--- src/rtl/core/sha512_pkg.sv ---
// Package for the SHA-512/SHA-384 engine: round constants, initial values,
// controller command and status types. No dependencies.
`default_nettype none
package sha512_pkg;
  typedef struct packed {
    logic load_iv;
    logic push;
    logic [63:0] push_word;
    logic start_cmp;
    logic do_round;
    logic [6:0] round;
    logic finish_cmp;
  } sha512_cmd_t;

  typedef struct packed {
    logic [3:0] words_in_block;
  } sha512_stat_t;

  function automatic logic [63:0] round_const(input logic [6:0] r);
    logic [63:0] k;
    unique case (r)
      7'd0: k = 64'h428a2f98d728ae22; 7'd1: k = 64'h7137449123ef65cd;
      7'd2: k = 64'hb5c0fbcfec4d3b2f; 7'd3: k = 64'he9b5dba58189dbbc;
      7'd4: k = 64'h3956c25bf348b538; 7'd5: k = 64'h59f111f1b605d019;
      7'd6: k = 64'h923f82a4af194f9b; 7'd7: k = 64'hab1c5ed5da6d8118;
      7'd8: k = 64'hd807aa98a3030242; 7'd9: k = 64'h12835b0145706fbe;
      7'd10: k = 64'h243185be4ee4b28c; 7'd11: k = 64'h550c7dc3d5ffb4e2;
      7'd12: k = 64'h72be5d74f27b896f; 7'd13: k = 64'h80deb1fe3b1696b1;
      7'd14: k = 64'h9bdc06a725c71235; 7'd15: k = 64'hc19bf174cf692694;
      7'd16: k = 64'he49b69c19ef14ad2; 7'd17: k = 64'hefbe4786384f25e3;
      7'd18: k = 64'h0fc19dc68b8cd5b5; 7'd19: k = 64'h240ca1cc77ac9c65;
      7'd20: k = 64'h2de92c6f592b0275; 7'd21: k = 64'h4a7484aa6ea6e483;
      7'd22: k = 64'h5cb0a9dcbd41fbd4; 7'd23: k = 64'h76f988da831153b5;
      7'd24: k = 64'h983e5152ee66dfab; 7'd25: k = 64'ha831c66d2db43210;
      7'd26: k = 64'hb00327c898fb213f; 7'd27: k = 64'hbf597fc7beef0ee4;
      7'd28: k = 64'hc6e00bf33da88fc2; 7'd29: k = 64'hd5a79147930aa725;
      7'd30: k = 64'h06ca6351e003826f; 7'd31: k = 64'h142929670a0e6e70;
      7'd32: k = 64'h27b70a8546d22ffc; 7'd33: k = 64'h2e1b21385c26c926;
      7'd34: k = 64'h4d2c6dfc5ac42aed; 7'd35: k = 64'h53380d139d95b3df;
      7'd36: k = 64'h650a73548baf63de; 7'd37: k = 64'h766a0abb3c77b2a8;
      7'd38: k = 64'h81c2c92e47edaee6; 7'd39: k = 64'h92722c851482353b;
      7'd40: k = 64'ha2bfe8a14cf10364; 7'd41: k = 64'ha81a664bbc423001;
      7'd42: k = 64'hc24b8b70d0f89791; 7'd43: k = 64'hc76c51a30654be30;
      7'd44: k = 64'hd192e819d6ef5218; 7'd45: k = 64'hd69906245565a910;
      7'd46: k = 64'hf40e35855771202a; 7'd47: k = 64'h106aa07032bbd1b8;
      7'd48: k = 64'h19a4c116b8d2d0c8; 7'd49: k = 64'h1e376c085141ab53;
      7'd50: k = 64'h2748774cdf8eeb99; 7'd51: k = 64'h34b0bcb5e19b48a8;
      7'd52: k = 64'h391c0cb3c5c95a63; 7'd53: k = 64'h4ed8aa4ae3418acb;
      7'd54: k = 64'h5b9cca4f7763e373; 7'd55: k = 64'h682e6ff3d6b2b8a3;
      7'd56: k = 64'h748f82ee5defb2fc; 7'd57: k = 64'h78a5636f43172f60;
      7'd58: k = 64'h84c87814a1f0ab72; 7'd59: k = 64'h8cc702081a6439ec;
      7'd60: k = 64'h90befffa23631e28; 7'd61: k = 64'ha4506cebde82bde9;
      7'd62: k = 64'hbef9a3f7b2c67915; 7'd63: k = 64'hc67178f2e372532b;
      7'd64: k = 64'hca273eceea26619c; 7'd65: k = 64'hd186b8c721c0c207;
      7'd66: k = 64'heada7dd6cde0eb1e; 7'd67: k = 64'hf57d4f7fee6ed178;
      7'd68: k = 64'h06f067aa72176fba; 7'd69: k = 64'h0a637dc5a2c898a6;
      7'd70: k = 64'h113f9804bef90dae; 7'd71: k = 64'h1b710b35131c471b;
      7'd72: k = 64'h28db77f523047d84; 7'd73: k = 64'h32caab7b40c72493;
      7'd74: k = 64'h3c9ebe0a15c9bebc; 7'd75: k = 64'h431d67c49c100d4c;
      7'd76: k = 64'h4cc5d4becb3e42b6; 7'd77: k = 64'h597f299cfc657e2a;
      7'd78: k = 64'h5fcb6fab3ad6faec; 7'd79: k = 64'h6c44198c4a475817;
      default: k = '0;
    endcase
    return k;
  endfunction

  function automatic logic [63:0] init_value(input logic mode, input logic [2:0] i);
    logic [63:0] v;
    unique case ({mode, i})
      4'd0: v = 64'hcbbb9d5dc1059ed8; 4'd1: v = 64'h629a292a367cd507;
      4'd2: v = 64'h9159015a3070dd17; 4'd3: v = 64'h152fecd8f70e5939;
      4'd4: v = 64'h67332667ffc00b31; 4'd5: v = 64'h8eb44a8768581511;
      4'd6: v = 64'hdb0c2e0d64f98fa7; 4'd7: v = 64'h47b5481dbefa4fa4;
      4'd8: v = 64'h6a09e667f3bcc908; 4'd9: v = 64'hbb67ae8584caa73b;
      4'd10: v = 64'h3c6ef372fe94f82b; 4'd11: v = 64'ha54ff53a5f1d36f1;
      4'd12: v = 64'h510e527fade682d1; 4'd13: v = 64'h9b05688c2b3e6c1f;
      4'd14: v = 64'h1f83d9abfb41bd6b; default: v = 64'h5be0cd19137e2179;
    endcase
    return v;
  endfunction
endpackage
`default_nettype wire

--- src/rtl/core/sha512_ctrl.sv ---
// Controller of the SHA-512/SHA-384 engine: handshakes, padding sequence,
// round counting and digest output. Depends on sha512_pkg.
`default_nettype none
module sha512_ctrl (
  input  wire logic                    clk,
  input  wire logic                    rst_n,
  input  wire logic                    cfg_we,
  input  wire logic                    cfg_wdata,
  output logic                         mode,
  input  wire logic                    in_valid,
  output logic                         in_ready,
  input  wire logic [63:0]             in_message_word,
  input  wire logic [3:0]              in_valid_bytes,
  input  wire logic                    in_final_word,
  output logic                         out_valid,
  input  wire logic                    out_ready,
  output logic [2:0]                   out_word_index,
  output logic                         out_last_digest_word,
  output sha512_pkg::sha512_cmd_t      cmd,
  input  wire sha512_pkg::sha512_stat_t stat
);
  import sha512_pkg::*;

  localparam logic [2:0] S_IDLE = 3'd0, S_ROUND = 3'd1, S_FIN = 3'd2,
                         S_PAD80 = 3'd3, S_ZERO = 3'd4, S_LEN = 3'd5, S_OUT = 3'd6;

  logic [2:0]  state_r, state_nxt, ret_r, ret_nxt;
  logic [6:0]  round_r, round_nxt;
  logic [60:0] bytes_r, bytes_nxt;
  logic        mode_r;
  logic [2:0]  idx_r, idx_nxt;
  logic [3:0]  vb;
  logic [63:0] keep, padw;
  logic        len_done_r, len_done_nxt;

  assign mode = mode_r;
  assign in_ready = (state_r == S_IDLE);
  assign out_valid = (state_r == S_OUT);
  assign out_word_index = idx_r;
  assign out_last_digest_word = mode_r ? (idx_r == 3'd7) : (idx_r == 3'd5);

  always_comb begin
    vb = (in_valid_bytes > 4'd8) ? 4'd8 : in_valid_bytes;
    keep = ~(64'hffffffffffffffff >> {vb[3:0], 3'b000});
    padw = (in_message_word & keep) | (64'h8000000000000000 >> {vb[3:0], 3'b000});
  end

  always_comb begin
    state_nxt = state_r;
    ret_nxt = ret_r;
    round_nxt = round_r;
    bytes_nxt = bytes_r;
    idx_nxt = idx_r;
    len_done_nxt = len_done_r;
    cmd = '0;
    cmd.round = round_r;
    unique case (state_r)
      S_IDLE: begin
        if (in_valid) begin
          cmd.push = 1'b1;
          if (!in_final_word) begin
            cmd.push_word = in_message_word;
            bytes_nxt = bytes_r + 61'd8;
            ret_nxt = S_IDLE;
          end else begin
            bytes_nxt = bytes_r + 61'(vb);
            len_done_nxt = 1'b0;
            if (vb == 4'd8) begin
              cmd.push_word = in_message_word;
              ret_nxt = S_PAD80;
            end else begin
              cmd.push_word = padw;
              ret_nxt = S_ZERO;
            end
          end
          if (stat.words_in_block == 4'd15) begin
            state_nxt = S_ROUND;
            round_nxt = '0;
            cmd.start_cmp = 1'b1;
          end else begin
            state_nxt = ret_nxt;
          end
        end
      end
      S_PAD80: begin
        cmd.push = 1'b1;
        cmd.push_word = 64'h8000000000000000;
        ret_nxt = S_ZERO;
        if (stat.words_in_block == 4'd15) begin
          state_nxt = S_ROUND; round_nxt = '0; cmd.start_cmp = 1'b1;
        end else begin
          state_nxt = S_ZERO;
        end
      end
      S_ZERO: begin
        if (stat.words_in_block == 4'd14) begin
          state_nxt = S_LEN;
        end else begin
          cmd.push = 1'b1;
          if (stat.words_in_block == 4'd15) begin
            state_nxt = S_ROUND; round_nxt = '0; cmd.start_cmp = 1'b1;
          end
        end
      end
      S_LEN: begin
        cmd.push = 1'b1;
        if (stat.words_in_block == 4'd15) begin
          cmd.push_word = {bytes_r, 3'b000};
          len_done_nxt = 1'b1;
          ret_nxt = S_OUT;
          idx_nxt = '0;
          state_nxt = S_ROUND; round_nxt = '0; cmd.start_cmp = 1'b1;
        end
      end
      S_ROUND: begin
        cmd.do_round = 1'b1;
        round_nxt = round_r + 7'd1;
        if (round_r == 7'd79) state_nxt = S_FIN;
      end
      S_FIN: begin
        cmd.finish_cmp = 1'b1;
        state_nxt = ret_r;
      end
      S_OUT: begin
        if (out_ready) begin
          idx_nxt = idx_r + 3'd1;
          if (out_last_digest_word) begin
            cmd.load_iv = 1'b1;
            bytes_nxt = '0;
            state_nxt = S_IDLE;
          end
        end
      end
      default: state_nxt = S_IDLE;
    endcase
    if (cfg_we) begin
      cmd.load_iv = 1'b1;
      bytes_nxt = '0;
    end
  end

  always_ff @(posedge clk) begin
    if (!rst_n) begin
      state_r <= S_IDLE;
      ret_r <= S_IDLE;
      round_r <= '0;
      bytes_r <= '0;
      idx_r <= '0;
      mode_r <= 1'b1;
      len_done_r <= 1'b0;
    end else begin
      state_r <= state_nxt;
      ret_r <= ret_nxt;
      round_r <= round_nxt;
      bytes_r <= bytes_nxt;
      idx_r <= idx_nxt;
      len_done_r <= len_done_nxt;
      if (cfg_we) mode_r <= cfg_wdata;
    end
  end

`ifndef SYNTHESIS
  a_round_range: assert property (@(posedge clk) disable iff (!rst_n)
    state_r == S_ROUND |-> round_r < 7'd80) else $error("round out of range");
  a_out_after_len: assert property (@(posedge clk) disable iff (!rst_n)
    state_r == S_OUT |-> len_done_r) else $error("digest before length block");
  a_fin_after_round: assert property (@(posedge clk) disable iff (!rst_n)
    state_r == S_FIN |-> $past(state_r) == S_ROUND) else $error("bad finish");
`endif
endmodule
`default_nettype wire

--- config.mk ---
export PLATFORM = sky130hd
export DESIGN_NAME = sha512_ctrl
export DESIGN_NICKNAME = d
export VERILOG_FILES = /design/src/rtl/core/sha512_pkg.sv /design/src/rtl/core/sha512_ctrl.sv
export SDC_FILE = /design/constraint.sdc
export NUM_CORES = 1
export LEC_CHECK = 0
export BUFFER_PORTS_ARGS = -buffer_cell sky130_fd_sc_hd__clkbuf_2
export CAP_MARGIN = 20
export CORE_ASPECT_RATIO = 1.25
export CORE_UTILIZATION = 50
export DETAILED_ROUTE_END_ITERATION = 8
export PLACE_DENSITY = 0.8
export SKIP_LAST_GASP = 1
export SLEW_MARGIN = 10
export SYNTH_ARGS = -nofsm -noshare
export SYNTH_HDL_FRONTEND = slang
export SYNTH_SLANG_ARGS = --single-unit
--- constraint.sdc ---
create_clock -name clk -period 4.8 [get_ports clk]
set_clock_uncertainty 0.15 [all_clocks]
set_input_delay 0.72 -clock clk [delete_from_list [all_inputs] [get_ports clk]]
set_output_delay 0.72 -clock clk [all_outputs]
set_load 0.01 [all_outputs]
; ---- Word level (Yosys, flattened, before mapping)
; Cells that the tools add are included.
[totals]
ff_bits = 78
in_bits = 79
out_inout_bits = 83
elab_cells = 91
[op_classes]
add_sub_neg = 4
n_lt_le_gt_ge = 1
eq_ne = 18
n_shift = 2
muxes = 44
n_bitwise = 4
reduce_logical = 12
[ops]
columns = cell, count
row1 = two-way mux 61 bit, 4
row2 = one-hot mux 64 bit (3 select lines), 1
row3 = two-way mux 64 bit, 2
row4 = ">> shifter 64 x 7 -> 64 bit, first input constant", 2
row5 = one-hot mux 61 bit (2 select lines), 1
row6 = two-way mux 66 bit, 1
row7 = two-way mux 65 bit, 1
row8 = AND 64 bit, 1
row9 = NOT 64 bit, 1
row10 = OR 64 bit, 1
row11 = adder 61 x 4 -> 61 bit, 1
row12 = "adder 61 x 4 -> 61 bit, second input constant", 1
row13 = two-way mux 3 bit, 14
row14 = one-hot mux 7 bit (4 select lines), 1
row15 = two-way mux 7 bit, 3
row16 = one-hot mux 3 bit (7 select lines), 1
row17 = "== test 3 bit, second input constant", 5
row18 = "== test 4 bit, second input constant", 3
row19 = two-way mux 1 bit, 10
row20 = one-hot mux 3 bit (3 select lines), 1
row21 = AND reduction 3 bit, 3
row22 = "inequality test 2 bit, second input constant", 4
row23 = AND reduction 4 bit, 2
row24 = "adder 7 x 1 -> 7 bit, second input constant", 1
row25 = other kinds (16), 20

; ---- Depth between registers and ports, before layout
[logic_depth]
depth_word = 10
ltp_mapped = 10
depth_no_buf = 8

; ---- Least setup slack after synthesis
; OpenSTA, ideal clock, no wires.
[synth_path]
path_type = input-to-output
startpoint = input port in_valid
endpoint = output port cmd[17] in the netlist's numbering
arrival_ns = 2.321
required_time_ns = 3.930
slack_ns = 1.609
stages = 6
n_path_buf = 1
cell_sequence = or4b_2 -> a21oi_1 -> nor2b_1 -> clkbuf_1 -> o21ai_0 -> nand2_1
[synth_lines]
columns = item, line
row1 = "start, declared", sha512_ctrl.sv:10  ; input wire logic in_valid,
row2 = "end, declared", sha512_ctrl.sv:19  ; output sha512_pkg::sha512_cmd_t cmd,

==> metrics.yaml <==
detailed_routing:
  dr.pass1.iters: 7
  wire_per_inst_microns: 17.4
  viasPerCell: 6.34
  ant_nets: 0
  drtIter0Drc: 328
  via_count: 5922
  drc: 0
  wirelength_mm: 16.2
cells_and_area:
  finish.net_count: 887
  fin_util_pct: 62.8
  syn2layout_area_growth_pct: 22.2
  drive_gt1_share_pct: 24.1
  fillCellCount: 910
  diodes: 0
pwr:
  power_frac_seq_pct: 36.4
  p_leak_nw: 2.46
  comb_power_share_pct: 30.6
  power.density_nw_per_um2: 305
  power_switching_w: 0.000658
  peakVddDrop_mv: 0.230
  p_sw_share_pct: 34.0
  internal-power_w: 0.00128
  pwr-share-clk_pct: 33.1
logic_synthesis:
  synth.yosys.seq_area_share_pct: 30.1
  synth_simple_gate_area_share_pct: 31.2
  synth_compound_area_share_pct: 27.2
  synth_xor_area_share_pct: 3.54
  synth-edff-count: 0
  synth_ff_type: "dfxtp_1"
  yosysUniqueCellTypes: 59
  netlist_top_cells_area: "dfxtp_1 (30%), a22o_1 (8.9%), a21oi_1 (5.4%)"
  synth_area_sq_um: 5190
  synth_top_family_by_area: "simple AND/OR/NAND/NOR gates"
  ys_ff_latch: 78
  async_flop_share_pct: 0
  syn_area_per_cell_sq_um: 7.91
  syn_nets: 744
  synth_top_area_share_pct: 30.1
  synth.area.mux_share_pct: 2.14
  synth_top_cell_by_area: "dfxtp_1"
  ys_warn_count: 0
  syn_inst: 657
  synthAdderAreaFrac_pct: 2.07
setup_path:
  required_ns: 3.93
  slowest_delay_ns: 0.89
  arrival_ns: 3.10
  worst_setup_path_start_kind: "flop"
  crit_path_max_fanout: 21
  crit_chain: "or4b_2, a21oi_1, buf_4, nor2b_1, o21ai_0, nand2_1, clkbuf_2"
  rrSetupSlack_ns: 1.15
  crit_slowest_cell: "or4b_2"
  timing.rr.start: "state_r[1]"
  critPathKind: "flop to primary output"
  r2r-end: "bytes_r[55]"
  r2r_cells: 5
  critPathCaptureType: "primary output"
timing:
  hold_viol: 0
  setup_viol: 0
  finalMaxSlewViolations: 0
  worstMarginPinSlew_ns: 1.13
  period_share_pct: 82.7
  slew_headroom_pct: 24.7
  setup_tns_ns: 0
  setup_slack_ns: 0.831
  fmax_mhz: 252
  rsz0062_at_grt: "false"
  min_period_ns: 3.97
clock_network:
  clock_latency_ns: 0.34
  cts_setup_buffers: 0
  postCtsResizedCells: 0
  cts_sinks: 78
  cts_root_buf: "clkbuf_16"
  htree_levels: 3
  tritoncts: "yes"
  path_clk_slew_ns: 0.06
  numCtsBuffers: 9
  cts_max_path_buffers: 2
  ctsHoldBuffers: 0
global_routing:
  grt_pass1_wl_mm: 25.1
  grt_antenna_before_repair: 0
  grt-ovfl-total: 0
  grt_max_degree: 50
  grt.total_usage_pct: 29.5
  grt_pass1_vias: 5207
run:
  maxCapViolCount: 0
floorplan:
  core_sq_um: 10100
  dieHeight_microns: 116
  die_x_microns: 93.2
  io_pins: 162
  fp-row-count: 41
  dieArea_sq_um: 10800
  initial_core_util_pct: 51.4
placed_design:
  portBuffers: 161
  dpl.hpwl_mm: 12.0
  gp_congestion: 0.912
  pre_cts_slack_ns: 0.980
min_path:
  holdPathStages: 2
  hold_path_end: "ret_r[2]"
  min_from: "ret_r[2]"
  hp-class: "flop to flop"
outcome:
  status: "finished, final reports clean"
==> kinds of logic (layout without fill, tap and decap cells) <==
group,after synthesis,after routing
adders and majority gates,8,8
buffers and inverters,50,198
AOI/OAI and AO/OA,205,205
and+or+nand+nor,284,284
DFF,78,78
xor gates and xnor gates,21,21
muxes,11,11
==> synthesized netlist by cell type, types with 3 or more instances <==
cell       count
nand4bb_1      4
o21ai_0       29
buf_2          5
a31oi_1        4
nor2_1        45
or4_1         24
clkbuf_1      29
o41ai_1       10
nor3_1        18
or3_1          5
a211oi_1       3
or4b_1         3
o21a_1        11
nor4_1        10
and2_1         5
mux2i_1       10
nand2_1       59
inv_1         13
nand3_1       24
nand2b_1      12
a21oi_1       56
nand4_1       26
xor2_1        13
dfxtp_1       78
nand4b_1       6
a22o_1        53
and3_1         9
o31ai_1       20
ha_1           7
xnor2_1        8
a21o_1         5
and4_1        10
nor2b_1        9
==> cell usage in the layout (no fill, tap or decap), types with 3 or more instances in the layout <==
master / netlist / layout
nand2b_1: 12 / 12
xnor2_1: 8 / 8
a31oi_1: 4 / 4
a211oi_1: 3 / 3
or4_1: 24 / 24
and2_1: 5 / 5
clkbuf_2: 0 / 161
o31ai_1: 20 / 20
nor2_1: 45 / 45
a22o_1: 53 / 53
clkbuf_16: 0 / 9
and4_1: 10 / 10
xor2_1: 13 / 13
a21o_1: 5 / 4
nor3_1: 18 / 17
or4b_1: 3 / 3
dfxtp_1: 78 / 78
inv_1: 13 / 13
o41ai_1: 10 / 10
nand2_1: 59 / 59
nor2b_1: 9 / 9
or3_1: 5 / 5
a21oi_1: 56 / 56
nand3_1: 24 / 24
mux2i_1: 10 / 10
ha_1: 7 / 7
nand4b_1: 6 / 6
buf_4: 0 / 7
o21a_1: 11 / 11
and3_1: 9 / 9
o21ai_0: 29 / 29
nand4bb_1: 4 / 4
nor4_1: 10 / 10
nand4_1: 26 / 26
clkbuf_1: 29 / 3
==> stage by stage <==
stage,cells,hold WS [ns],total power (W),instance area [sq um]
final,934,0.317,0.00193,6350
after global placement,918,0.299,0.00129,6080
after global routing,934,0.352,0.00202,6350
after CTS,934,0.322,0.00194,6350
after detailed placement,918,0.308,0.00131,6080
after floorplan,657,0.284,0.00107,5190
==> final cells by class <==
class / instances / area, sq um / share of cell area, %
multi-input combinational: 529 / 3440 / 54.3
timing repair buffer: 168 / 858 / 13.5
clock buffer: 13 / 250 / 3.94
sequential: 78 / 1560 / 24.6
tap: 129 / 161 / 2.54
clock inverter: 3 / 18.8 / 0.296
inverter: 14 / 52.6 / 0.828
==> power by group through the flow <==
stage / clock, W / combinational, W / sequential [W]
3_5_place_dp: 0 / 0.000589 / 0.000716
5_1_grt: 0.000669 / 0.000643 / 0.000707
2_1_floorplan: 0 / 0.000376 / 0.000696
3_3_place_gp: 0 / 0.000577 / 0.000716
4_1_cts: 0.000644 / 0.000592 / 0.000702
6_report: 0.000639 / 0.000591 / 0.000703
==> registers in the layout, indices dropped and copies added, names as in the netlist <==
signal          cells
state_r             3
ret_r               3
round_r             7
out_word_index      3
bytes_r            61
mode                1
==> critical path: cells and delay by family (launching register included) <==
family                 cells  cell delay (ns)
AND/OR/NAND/NOR            3             1.54
buffers and inverters      2             0.32
flip-flops                 1             0.53
AO/OA/AOI/OAI              2             0.36
==> per-layer routing <==
metal	track usage, %	share of wire [%]	vias up
met2	53.8	52	265
met1	34.0	39	2801
met5	0	0	-
met4	11.6	2.3	0
met3	5.45	6.4	29
li1	-	-	2827
==> how the worst max path moves through the flow <==
| stage | startpoint | endpoint | slack [ns] | cells past startpoint |
|---|---|---|---|---|
| floorplan | in_valid | cmd[17] | 1.61 | 6 |
| global placement | in_valid | cmd[17] | 1.06 | 8 |
| detailed placement | in_valid | cmd[17] | 0.98 | 8 |
| CTS | state_r[1] | cmd[17] | 0.84 | 7 |
| global route | state_r[1] | cmd[17] | 0.68 | 7 |
| finish | state_r[1] | cmd[17] | 0.83 | 7 |
(Power assumes the default switching activity.)
